**src/rtl/sbsm_pkg.sv**
```systemverilog
// Shared types and constants for the serial bank-switch mapper.
// No dependencies; used by every module of the block.
package sbsm_pkg;

    // Target register picked by address bits 14:13 on the fifth serial bit
    localparam logic [1:0] TGT_CONTROL  = 2'd0;
    localparam logic [1:0] TGT_CHR_LOW  = 2'd1;
    localparam logic [1:0] TGT_CHR_HIGH = 2'd2;
    localparam logic [1:0] TGT_PRG      = 2'd3;

    // Configuration register indexes
    localparam logic CFG_PRG_COUNT = 1'b0;
    localparam logic CFG_CHR_COUNT = 1'b1;

    localparam logic [4:0] CONTROL_RESET = 5'h0C;
    localparam logic [4:0] CONTROL_MODE  = 5'h0C;
    localparam logic [4:0] EVEN_MASK     = 5'h1E;
    localparam logic [1:0] PRG_MODE_FIX_FIRST = 2'd2;
    localparam logic [1:0] PRG_MODE_FIX_LAST  = 2'd3;
    localparam logic [1:0] MIRROR_VERTICAL    = 2'd2;
    localparam logic [2:0] SERIAL_BITS        = 3'd5;

    localparam int PRG_COUNT_W = 6;
    localparam int CHR_COUNT_W = 8;
    localparam int CFG_DATA_W  = 8;

    typedef struct packed {
        logic [4:0] control;
        logic [4:0] chr_low;
        logic [4:0] chr_high;
        logic [4:0] prg;
    } bank_state_t;

    typedef struct packed {
        logic       start;
        logic [4:0] dividend;
        logic [7:0] divisor;
    } mod_req_t;

endpackage

```
**src/rtl/sbsm_serial.sv**
```systemverilog
// Serial shifter and bank select registers of the mapper.
// Depends on sbsm_pkg.
module sbsm_serial
    import sbsm_pkg::*;
(
    input  logic        clk,
    input  logic        rst_n,
    input  logic        load,
    input  logic [15:0] cpu_address,
    input  logic [7:0]  write_data,
    output bank_state_t bank_state
);

    logic [4:0]  shifter_reg, shifter_next;
    logic [2:0]  count_reg, count_next;
    bank_state_t regs_reg, regs_next;
    logic [4:0]  shifted;
    logic [2:0]  count_inc;

    always_comb
    begin
        shifted      = shifter_reg | (5'(write_data[0]) << count_reg);
        count_inc    = count_reg + 3'd1;
        shifter_next = shifter_reg;
        count_next   = count_reg;
        regs_next    = regs_reg;
        if (load && cpu_address[15])
        begin
            if (write_data[7])
            begin
                shifter_next      = '0;
                count_next        = '0;
                regs_next.control = regs_reg.control | CONTROL_MODE;
            end
            else if (count_inc >= SERIAL_BITS)
            begin
                shifter_next = '0;
                count_next   = '0;
                case (cpu_address[14:13])
                    TGT_CONTROL:  regs_next.control  = shifted;
                    TGT_CHR_LOW:  regs_next.chr_low  = shifted;
                    TGT_CHR_HIGH: regs_next.chr_high = shifted;
                    TGT_PRG:      regs_next.prg      = shifted;
                    default:      regs_next.prg      = shifted;
                endcase
            end
            else
            begin
                shifter_next = shifted;
                count_next   = count_inc;
            end
        end
    end

    always_ff @(posedge clk or negedge rst_n)
    begin
        if (!rst_n)
        begin
            shifter_reg       <= '0;
            count_reg         <= '0;
            regs_reg.control  <= CONTROL_RESET;
            regs_reg.chr_low  <= '0;
            regs_reg.chr_high <= '0;
            regs_reg.prg      <= '0;
        end
        else
        begin
            shifter_reg <= shifter_next;
            count_reg   <= count_next;
            regs_reg    <= regs_next;
        end
    end

    assign bank_state = regs_reg;

`ifndef ASSERT_OFF
    a_count_range: assert property (@(posedge clk) disable iff (!rst_n)
        count_reg < SERIAL_BITS)
        else $error("serial bit count out of range");
`endif

endmodule

```
**src/rtl/sbsm_mod.sv**
```systemverilog
// Shared modulo unit: 5-bit dividend mod 8-bit divisor, one restoring
// compare/subtract step per cycle. Depends on sbsm_pkg.
module sbsm_mod
    import sbsm_pkg::*;
(
    input  logic       clk,
    input  logic       rst_n,
    input  mod_req_t   req,
    output logic       done,
    output logic [4:0] result
);

    logic [4:0]  rem_reg, rem_next;
    logic [7:0]  div_reg, div_next;
    logic [2:0]  step_reg, step_next;
    logic        busy_reg, busy_next;
    logic        done_reg, done_next;
    logic [11:0] div_shifted;
    logic        take;

    always_comb
    begin
        div_shifted = {4'b0, div_reg} << step_reg;
        take        = {7'b0, rem_reg} >= div_shifted;
        rem_next    = rem_reg;
        div_next    = div_reg;
        step_next   = step_reg;
        busy_next   = busy_reg;
        done_next   = 1'b0;
        if (req.start)
        begin
            rem_next  = req.dividend;
            div_next  = req.divisor;
            step_next = 3'd4;
            busy_next = 1'b1;
        end
        else if (busy_reg)
        begin
            if (take)
                rem_next = rem_reg - div_shifted[4:0];
            if (step_reg == 3'd0)
            begin
                busy_next = 1'b0;
                done_next = 1'b1;
            end
            else
                step_next = step_reg - 3'd1;
        end
    end

    always_ff @(posedge clk or negedge rst_n)
    begin
        if (!rst_n)
        begin
            busy_reg <= 1'b0;
            done_reg <= 1'b0;
            step_reg <= '0;
        end
        else
        begin
            busy_reg <= busy_next;
            done_reg <= done_next;
            step_reg <= step_next;
        end
    end

    always_ff @(posedge clk)
    begin
        rem_reg <= rem_next;
        div_reg <= div_next;
    end

    assign done   = done_reg;
    assign result = rem_reg;

`ifndef ASSERT_OFF
    a_no_restart: assert property (@(posedge clk) disable iff (!rst_n)
        req.start |-> !busy_reg)
        else $error("modulo unit started while busy");

    a_rem_below_div: assert property (@(posedge clk) disable iff (!rst_n)
        done_reg && (div_reg != 8'd0) |-> ({3'b0, rem_reg} < div_reg))
        else $error("modulo result not below divisor");

    a_done_after_busy: assert property (@(posedge clk) disable iff (!rst_n)
        $rose(done_reg) |-> $past(busy_reg))
        else $error("done without a running reduction");
`endif

endmodule

```
**src/rtl/serial_bank_switch_mapper.sv**
```systemverilog
// Top level of the serial bank-switch mapper: handshakes, config registers,
// sequencer and result register. Depends on sbsm_pkg, sbsm_serial, sbsm_mod.
//
// Each accepted CPU write updates the serial shifter and bank selects at the
// transfer, then four bank numbers are reduced modulo the configured bank
// counts one after another on a single shared modulo unit (five restoring
// steps each, plus issue and collect). The result is registered once all four
// are collected, and the next write is not taken until the sequencer is idle
// again; in_ready is low while the reduction runs. A finished result that is
// not yet taken holds the sequencer until the output register frees.
module serial_bank_switch_mapper
    import sbsm_pkg::*;
#(
    parameter int PRG_BANKS_MAX = 32,
    parameter int CHR_BANKS_MAX = 128
)
(
    input  logic                  clk,
    input  logic                  rst_n,
    input  logic                  cfg_write,
    input  logic                  cfg_index,
    input  logic [CFG_DATA_W-1:0] cfg_data,
    input  logic                  in_valid,
    output logic                  in_ready,
    input  logic [15:0]           cpu_address,
    input  logic [7:0]            write_data,
    output logic                  out_valid,
    input  logic                  out_ready,
    output logic [4:0]            prg_low_bank,
    output logic [4:0]            prg_high_bank,
    output logic [6:0]            chr_low_bank,
    output logic [6:0]            chr_high_bank,
    output logic                  vertical_mirror
);

    localparam logic [PRG_COUNT_W-1:0] PRG_MAX = PRG_COUNT_W'(PRG_BANKS_MAX);
    localparam logic [CHR_COUNT_W-1:0] CHR_MAX = CHR_COUNT_W'(CHR_BANKS_MAX);

    localparam logic [1:0] ST_IDLE   = 2'd0;
    localparam logic [1:0] ST_ISSUE  = 2'd1;
    localparam logic [1:0] ST_WAIT   = 2'd2;
    localparam logic [1:0] ST_FINISH = 2'd3;

    logic [PRG_COUNT_W-1:0] prg_count_reg;
    logic [CHR_COUNT_W-1:0] chr_count_reg;
    logic [1:0]             state_reg, state_next;
    logic [1:0]             op_reg, op_next;
    logic [4:0]             res_reg [4];
    logic                   out_valid_reg, out_valid_next;
    logic [4:0]             prg_low_reg, prg_high_reg;
    logic [6:0]             chr_low_reg, chr_high_reg;
    logic                   mirror_reg;

    logic                   accept;
    logic                   load_out;
    bank_state_t            bank_state;
    mod_req_t               mod_req;
    logic                   mod_done;
    logic [4:0]             mod_result;
    logic [PRG_COUNT_W-1:0] prg_n;
    logic [CHR_COUNT_W-1:0] chr_m;
    logic [4:0]             prg_even, chr_even;
    logic [1:0]             prg_mode;
    logic [4:0]             lo_val, hi_val;

    assign accept   = in_valid && in_ready;
    assign in_ready = (state_reg == ST_IDLE);

    always_ff @(posedge clk or negedge rst_n)
    begin
        if (!rst_n)
        begin
            prg_count_reg <= PRG_COUNT_W'(2);
            chr_count_reg <= '0;
        end
        else if (cfg_write)
        begin
            case (cfg_index)
                CFG_PRG_COUNT: prg_count_reg <= cfg_data[PRG_COUNT_W-1:0];
                CFG_CHR_COUNT: chr_count_reg <= cfg_data[CHR_COUNT_W-1:0];
                default:       prg_count_reg <= prg_count_reg;
            endcase
        end
    end

    sbsm_serial u_serial (
        .clk         (clk),
        .rst_n       (rst_n),
        .load        (accept),
        .cpu_address (cpu_address),
        .write_data  (write_data),
        .bank_state  (bank_state)
    );

    assign prg_n    = (prg_count_reg > PRG_MAX) ? PRG_MAX : prg_count_reg;
    assign chr_m    = (chr_count_reg > CHR_MAX) ? CHR_MAX : chr_count_reg;
    assign prg_even = bank_state.prg & EVEN_MASK;
    assign chr_even = bank_state.chr_low & EVEN_MASK;
    assign prg_mode = bank_state.control[3:2];

    // Operand for each reduction; 32K / 8K modes use the even/odd pair
    always_comb
    begin
        mod_req.start = (state_reg == ST_ISSUE);
        case (op_reg)
            2'd0:
            begin
                mod_req.dividend = bank_state.control[3] ? bank_state.prg : prg_even;
                mod_req.divisor  = CHR_COUNT_W'(prg_n);
            end
            2'd1:
            begin
                mod_req.dividend = bank_state.control[3] ? bank_state.prg
                                                         : (prg_even | 5'd1);
                mod_req.divisor  = CHR_COUNT_W'(prg_n);
            end
            2'd2:
            begin
                mod_req.dividend = bank_state.control[4] ? bank_state.chr_low : chr_even;
                mod_req.divisor  = chr_m;
            end
            default:
            begin
                mod_req.dividend = bank_state.control[4] ? bank_state.chr_high
                                                         : (chr_even | 5'd1);
                mod_req.divisor  = chr_m;
            end
        endcase
    end

    sbsm_mod u_mod (
        .clk    (clk),
        .rst_n  (rst_n),
        .req    (mod_req),
        .done   (mod_done),
        .result (mod_result)
    );

    always_ff @(posedge clk)
    begin
        if (state_reg == ST_WAIT && mod_done)
            res_reg[op_reg] <= mod_result;
    end

    always_comb
    begin
        state_next     = state_reg;
        op_next        = op_reg;
        out_valid_next = out_valid_reg && !out_ready;
        load_out       = 1'b0;
        case (state_reg)
            ST_IDLE:
            begin
                if (accept)
                begin
                    state_next = ST_ISSUE;
                    op_next    = 2'd0;
                end
            end
            ST_ISSUE:
                state_next = ST_WAIT;
            ST_WAIT:
            begin
                if (mod_done)
                begin
                    if (op_reg == 2'd3)
                        state_next = ST_FINISH;
                    else
                    begin
                        op_next    = op_reg + 2'd1;
                        state_next = ST_ISSUE;
                    end
                end
            end
            ST_FINISH:
            begin
                if (!out_valid_reg || out_ready)
                begin
                    load_out       = 1'b1;
                    out_valid_next = 1'b1;
                    state_next     = ST_IDLE;
                end
            end
            default:
                state_next = ST_IDLE;
        endcase
    end

    always_ff @(posedge clk or negedge rst_n)
    begin
        if (!rst_n)
        begin
            state_reg     <= ST_IDLE;
            op_reg        <= '0;
            out_valid_reg <= 1'b0;
        end
        else
        begin
            state_reg     <= state_next;
            op_reg        <= op_next;
            out_valid_reg <= out_valid_next;
        end
    end

    // First-fixed mode pins the low slot to bank 0, last-fixed pins high to n-1
    assign lo_val = (prg_mode == PRG_MODE_FIX_FIRST) ? 5'd0 : res_reg[0];
    assign hi_val = (prg_mode == PRG_MODE_FIX_LAST) ? 5'(prg_n - PRG_COUNT_W'(1))
                                                    : res_reg[1];

    always_ff @(posedge clk)
    begin
        if (load_out)
        begin
            if (prg_n == '0)
            begin
                prg_low_reg  <= '0;
                prg_high_reg <= '0;
                chr_low_reg  <= '0;
                chr_high_reg <= '0;
                mirror_reg   <= 1'b0;
            end
            else
            begin
                prg_low_reg  <= lo_val;
                prg_high_reg <= hi_val;
                chr_low_reg  <= (chr_m == '0) ? 7'd0 : 7'(res_reg[2]);
                chr_high_reg <= (chr_m == '0) ? 7'd0 : 7'(res_reg[3]);
                mirror_reg   <= (bank_state.control[1:0] == MIRROR_VERTICAL);
            end
        end
    end

    assign out_valid       = out_valid_reg;
    assign prg_low_bank    = prg_low_reg;
    assign prg_high_bank   = prg_high_reg;
    assign chr_low_bank    = chr_low_reg;
    assign chr_high_bank   = chr_high_reg;
    assign vertical_mirror = mirror_reg;

`ifndef ASSERT_OFF
    a_accept_starts: assert property (@(posedge clk) disable iff (!rst_n)
        accept |=> (state_reg == ST_ISSUE) && (op_reg == 2'd0))
        else $error("transfer did not start the reduction sequence");

    a_no_overwrite: assert property (@(posedge clk) disable iff (!rst_n)
        (state_reg == ST_FINISH) && out_valid_reg && !out_ready
            |=> (state_reg == ST_FINISH) && out_valid_reg)
        else $error("pending result overwritten");
`endif

endmodule

```
**config.mk**
```make
export PLATFORM = sky130hd
export DESIGN_NAME = serial_bank_switch_mapper
export DESIGN_NICKNAME = d
export VERILOG_FILES = /design/src/rtl/sbsm_pkg.sv /design/src/rtl/sbsm_serial.sv /design/src/rtl/sbsm_mod.sv /design/src/rtl/serial_bank_switch_mapper.sv
export SDC_FILE = /design/constraint.sdc
export NUM_CORES = 1
export LEC_CHECK = 0
export BUFFER_PORTS_ARGS = -buffer_cell sky130_fd_sc_hd__buf_2
export CAP_MARGIN = 20
export CORE_ASPECT_RATIO = 0.75
export CORE_MARGIN = 1
export CORE_UTILIZATION = 60
export CTS_BUF_LIST = sky130_fd_sc_hd__clkbuf_4 sky130_fd_sc_hd__clkbuf_8
export DETAILED_ROUTE_END_ITERATION = 10
export MAX_ROUTING_LAYER = met4
export PLACE_DENSITY = 0.83
export SLEW_MARGIN = 10
export SYNTH_ARGS = -nofsm -noshare
export SYNTH_HDL_FRONTEND = slang
export SYNTH_SLANG_ARGS = --single-unit
```
**constraint.sdc**
```tcl
create_clock -name clk -period 3.9 [get_ports clk]
set_input_delay 0.195 -clock clk [delete_from_list [all_inputs] [get_ports clk]]
set_output_delay 0.195 -clock clk [all_outputs]
set_load 0.02 [all_outputs]
```
==> out/qor.yml, run 1 <==
worst_setup_path:
  crit_type: "flop to flop"
  worstPathRequired_ns: 3.90
  r2r_start: "u_mod.step_reg[1]"
  worstPathArrival_ns: 2.94
  cpPeakStageDelay_ns: 0.69
  crit_fanout: 10
  critPathCaptureType: "flop"
  start_kind: "flop"
  path_cells: "mux4_2 -> and2_1 -> a31oi_1 -> ha_1 -> and3_1 -> a311oi_1 -> o31ai_1"
  slowest_stage: "o31ai_1"
  cpLargestDelayFamily: "compound AO/OA/AOI/OAI gates"
  crit_start: "u_mod.step_reg[1]"
  critPathBufInv: 0
floorplan:
  ios: 65
  dieArea_um2: 8540
  dieWidth_um: 106
  die_h_um: 80.3
  rows: 28
  core_area_um2: 7920
  start_util_pct: 61.9
timing:
  timing.fmax_mhz: 340
  rsz0062_at_grt: "false"
  slew_viol_final: 0
  period_needed_ns: 2.94
  worst_pin_slew_ns: 0.796
  fin_crit_sh_pct: 75.4
  setup_viol: 0
  maxSlewHeadroom_pct: 46.5
  fin_worst_skew_ns: 0.00984
  setup-tns-final_ns: 0
  hold_viol_final: 0
yosys:
  ys_seq_area_share_pct: 59.7
  syn_area_per_cell_um2: 12.2
  yosysUniqueCellTypes: 59
  synth_area_leader_cell: "edfxtp_1"
  async_reset_ff_share_pct: 49.1
  synth-edff-count: 54
  yosys_warnings: 0
  netlist_top_cells_count: "edfxtp_1, dfrtp_1, nand2_1"
  synth_top_area_share_pct: 33.1
  synth_area_um2: 4900
  synth.most_common_cell: "edfxtp_1"
  synth_area_leaders: "edfxtp_1, dfrtp_1, mux2_2, ha_1, and2_1"
  synth_cells: 402
  synth-seq-cells: 106
  synth-main-ff-cell: "edfxtp_1"
grt:
  grt-ovfl-total: 0
  antenna_found_initial: 0
  grt_pass1_wl_mm: 15.5
  grt_max_degree: 53
  grt_pass1_vias: 3183
  grt_util_all_layers_pct: 24.9
cts:
  cts.path.max_buffers: 2
  post-cts-setup-buffers: 0
  root_buffer: "clkbuf_8"
  cts_htree_levels: 3
  cts_sinks: 106
  cts_tree: "built"
  clk_pin_slew_ns: 0.10
  ctsResizeCount: 0
  insertion_delay_ns: 0.37
  numCtsBuffers: 9
pwr:
  p_per_area_nw_per_um2: 665
  p_switching_mw: 1.30
  vdd_drop_max_mv: 0.285
  combPwrFrac_pct: 33.5
  swShare_pct: 36.2
  seqPwrFrac_pct: 47.4
  leakagePower_nw: 2.21
  internal-power_mw: 2.29
  clock_power_share_pct: 19.0
place:
  port_buffers: 41
  hpwl_mm: 6.70
  gp_congestion: 0.924
  placed_area_um2: 5180
  numPlacedInstances: 537
final_layout:
  antennaDiodeCount: 0
  instances_no_fill: 555
  fill_cells: 616
  stdcell_area_um2: 5400
  area_growth_pct: 10.2
  drive_above_1_share_pct: 20.9
  final_nets: 498
route:
  via_per_inst: 5.89
  dr.pass1.iters: 5
  vias: 3268
  drtIter0Drc: 175
  drcViolationCount: 0
  wl_per_cell_um: 16.9
  finalWirelength_mm: 9.37
  ant_nets: 0
hold_path:
  hold_class: "input port to flop"
  worstHoldStart: "cfg_data[6]"
outcome:
  status: "finished clean"
run:
  cap_violations: 0
[cell type report]
class | instances | area [µm²] | area share, %
sequential | 106 | 2930 | 54.2
multi-input combinational | 267 | 1840 | 34.1
inverter | 16 | 60.1 | 1.11
tap | 105 | 131 | 2.43
timing repair buffer | 45 | 241 | 4.47
clock buffer | 9 | 124 | 2.29
clock inverter | 7 | 77.6 | 1.44
[layer usage]
| layer | wire, µm | global-route usage (%) | up-vias | part of all wire (%) |
|---|---|---|---|---|
| met5 | 0 | - | - | 0 |
| met4 | 160 | 8.19 | 0 | 1.7 |
| met3 | 533 | 5.19 | 20 | 5.7 |
| met2 | 4500 | 38.6 | 122 | 48 |
| met1 | 4170 | 33.3 | 1597 | 45 |
| li1 | - | - | 1529 | - |
[final timing paths]
| check | endpoint | slack (ns) | depth (start not counted) |
|---|---|---|---|
| worst max-delay path | u_mod.result[0] | 0.96 | 7 |
| worst min-delay path | chr_count_reg[6] | 0.06 | 2 |
| worst max register to register | u_mod.result[0] | 0.96 | 7 |
| worst min register to register | u_serial.bank_state[9] | 0.49 | 2 |
| max in group asynchronous | u_mod.step_reg[2] | 2.95 | 3 |
| min in group asynchronous | u_serial.bank_state[16] | 0.49 | 3 |
[power groups by stage]
| stage | clock [mW] | combinational, mW | sequential [mW] |
|---|---|---|---|
| floorplan | 0 | 0.872 | 1.70 |
| global placement | 0 | 1.13 | 1.71 |
| detailed placement | 0 | 1.18 | 1.73 |
| CTS | 0.699 | 1.19 | 1.71 |
| global route | 0.734 | 1.35 | 1.74 |
| finish | 0.685 | 1.20 | 1.71 |
[cells in the final DEF (no fill, tap or decap), types with 4 or more instances in the layout]
cell and instances:
nor3_1 6, a22o_1 9, ha_1 14, buf_2 41
o21ai_0 26, mux2_2 20, nand2b_1 5, edfxtp_1 54
nand3_1 4, conb_1 4, and2_1 22, nor2_1 31
a31oi_1 5, dfrtp_1 49, clkbuf_8 9, inv_1 16
a21oi_1 24, nand2_1 35, nor2b_1 6
[metrics by stage]
step	setup WS [ns]	hold slack, ns	total power [mW]	util (%)
floorplan	1.33	-0.101	2.57	-
global placement	1.08	0.344	2.84	65.4
detailed placement	0.989	0.356	2.91	65.4
CTS	0.974	0.0534	3.59	68.1
global route	0.746	0.0544	3.82	68.2
finish	0.959	0.0632	3.59	68.2
[repair_timing]
item / CTS / global route
endpoints found under the setup margin: 0 / 0
hold endpoints to repair: 49 / 0
hold buffers: 1 / 0
[worst reg2reg max path, stage by stage (launching register included)]
cell	delay, ns
dfrtp_1	0.56
mux4_2	0.56
and2_1	0.17
a31oi_1	0.15
ha_1	0.19
and3_1	0.17
a311oi_1	0.09
o31ai_1	0.69
[cell families after synthesis]
group	Yosys count	synth area share (%)
XOR/XNOR	7	1.40
AO/OA/AOI/OAI	88	11.7
buffers and inverters	32	2.99
multiplexers	24	5.67
adder cells (fa/ha/maj)	16	4.19
other	1	0.0765
flip-flops	106	59.7
AND/OR/NAND/NOR	128	14.2
Power figures use the tool's default switching activity.
==> run 2, diff against run 1 <==
==> constraint.sdc (replaced) <==
create_clock -name clk -period 2.9 [get_ports clk]
set_input_delay 0.145 -clock clk [delete_from_list [all_inputs] [get_ports clk]]
set_output_delay 0.145 -clock clk [all_outputs]
set_load 0.02 [all_outputs]
==> run 2 against run 1 <==
  * Total power rose by 33%
  * Utilization fell by 0.19 points
  * Die area stayed put
  * Setup slack got worse by 0.88 ns
  * Global-route usage fell by 0.90 points
  * Largest power group unchanged
  * Non-clock buffer count unchanged
  * Sequential share of layout area rose by 0.20 points
==> out/qor.yml, run 2 (same netlist as run 1, synthesis figures left out) <==
final_layout:
  fill_cells: 595
  instances_no_fill: 555
  drive_above_1_share_pct: 21.8
  area_growth_pct: 9.93
  mostFrequentLayoutCells: "edfxtp_1, dfrtp_1, buf_2"
  final_nets: 498
  antennaDiodeCount: 0
  layout_commonest_cell: "edfxtp_1"
cts:
  numCtsBuffers: 9
  insertion_delay_ns: 0.36
  cts_tree: "built"
  cts_htree_levels: 3
  cts.path.max_buffers: 2
  cts_sinks: 106
  clk_pin_slew_ns: 0.10
  root_buffer: "clkbuf_8"
  post-cts-setup-buffers: 0
pwr:
  combPwrFrac_pct: 34.0
  total_power_mw: 4.76
  seqPwrFrac_pct: 48.2
  p_per_area_nw_per_um2: 884
  vdd_drop_max_mv: 0.399
  p_switching_mw: 1.74
  leakagePower_nw: 2.21
  clock_power_share_pct: 17.8
  internal-power_mw: 3.03
  swShare_pct: 36.4
worst_setup_path:
  crit_type: "flop to flop"
  critPathCaptureType: "flop"
  crit_fanout: 8
  worstPathArrival_ns: 2.90
  worstPathRequired_ns: 2.98
  start_kind: "flop"
run:
  cap_violations: 0
timing:
  fin_crit_sh_pct: 97.3
  worst_pin_slew_ns: 0.674
  hold_viol_final: 0
  fin_worst_skew_ns: 0.00736
  timing.hold.ws_ns: 0.0178
  maxSlewHeadroom_pct: 55.1
  setup_viol: 0
  period_needed_ns: 2.82
  setup-tns-final_ns: 0
  slew_viol_final: 0
  timing.fmax_mhz: 354
floorplan:
  start_util_pct: 61.9
  ios: 65
  die_h_um: 80.3
  core_area_um2: 7920
  rows: 28
  dieArea_um2: 8540
  dieWidth_um: 106
grt:
  grt_pass1_wl_mm: 14.9
  grt-ovfl-total: 0
  antenna_found_initial: 0
  grt_util_all_layers_pct: 24.0
  grt_pass1_vias: 2984
  grt_max_degree: 52
route:
  drcViolationCount: 0
  via_per_inst: 5.75
  dr.pass1.iters: 6
  drtIter0Drc: 176
  ant_nets: 0
  finalWirelength_mm: 9.02
  vias: 3194
  wl_per_cell_um: 16.3
place:
  hpwl_mm: 6.50
  gp_congestion: 0.929
  numPlacedInstances: 538
  port_buffers: 41
outcome:
  status: "finished clean"
hold_path:
  hold_class: "input port to flop"
==> run 2: changes by cell type in the layout (fill, tap and decap cells not counted), moves of 2 or more <==
| cell | delta |
|---|---|
| dfrtp_2 | +2 |
| clkinvlp_4 | -2 |
| inv_4 | +2 |
| dfrtp_1 | -2 |
| buf_4 | +2 |
==> run 2: repair_timing <==
action | in CTS | in global routing
hold buffers | 0 | 1
endpoints found under the hold margin | 0 | 49
setup endpoints to repair | 0 | 5
resized for setup | 0 | 3
==> run 2: path summary, 6_finish.rpt <==
| kind | from | endpoint | slack [ns] | cells past startpoint |
|---|---|---|---|---|
| setup / recovery | u_mod.step_reg[2] | u_mod.result[4] | 0.08 | 10 |
| hold / removal | cfg_data[7] | chr_count_reg[7] | 0.02 | 2 |
| setup reg to reg | u_mod.step_reg[2] | u_mod.result[4] | 0.08 | 10 |
| hold reg to reg | u_serial.bank_state[4] | u_serial.bank_state[4] | 0.49 | 2 |
| max in group asynchronous | rst_n | u_serial.bank_state[18] | 1.94 | 3 |
| min in group asynchronous | rst_n | u_serial.shifter_reg[4] | 0.36 | 2 |
==> run 2: per-layer routing <==
layer / wire, µm / share of wire (%) / vias up / global-route usage (%)
met2: 4190 / 46 / 102 / 35.4
li1: - / - / 1529 / -
met3: 468 / 5.2 / 12 / 5.11
met4: 103 / 1.1 / 0 / 7.22
met1: 4260 / 47 / 1551 / 33.8
met5: 0 / 0 / - / -
==> run 2: critical path, stage by stage, from the launching register on <==
cell and delay (ns):
dfrtp_1 0.47, inv_1 0.22, and3_1 0.19, ha_1 0.13
inv_1 0.06, fa_1 0.39, a21o_1 0.20, a21oi_1 0.24
nor2b_1 0.08, a311oi_1 0.38, o31ai_2 0.18
==> run 2: area by class of cell <==
cell class / count / area, µm² / area share (%)
repair buffers: 45 / 240 / 4.46
multi-input cells: 267 / 1850 / 34.3
well taps: 105 / 131 / 2.44
clock inverters: 5 / 35.0 / 0.650
clock buffers: 11 / 145 / 2.69
inverters: 16 / 60.1 / 1.11
flip-flops and latches: 106 / 2930 / 54.4
==> run 2: power by group through the flow <==
stage          clock network, mW  registers [mW]  logic [mW]
6_report                   0.849            2.30        1.62
5_1_grt                    0.922            2.34        1.82
4_1_cts                    0.859            2.29        1.60
3_5_place_dp                   0            2.32        1.59
3_3_place_gp                   0            2.30        1.53
2_1_floorplan                  0            2.29        1.17
==> run 2: through the flow <==
step | setup slack [ns] | cell area (µm²) | utilization (%)
after floorplan | 0.328 | 4910 | -
after global placement | 0.118 | 5190 | 65.5
after detailed placement | 0.0399 | 5190 | 65.5
after CTS | 0.0164 | 5370 | 67.8
after global routing | -0.0176 | 5390 | 68.0
final | 0.0772 | 5390 | 68.0
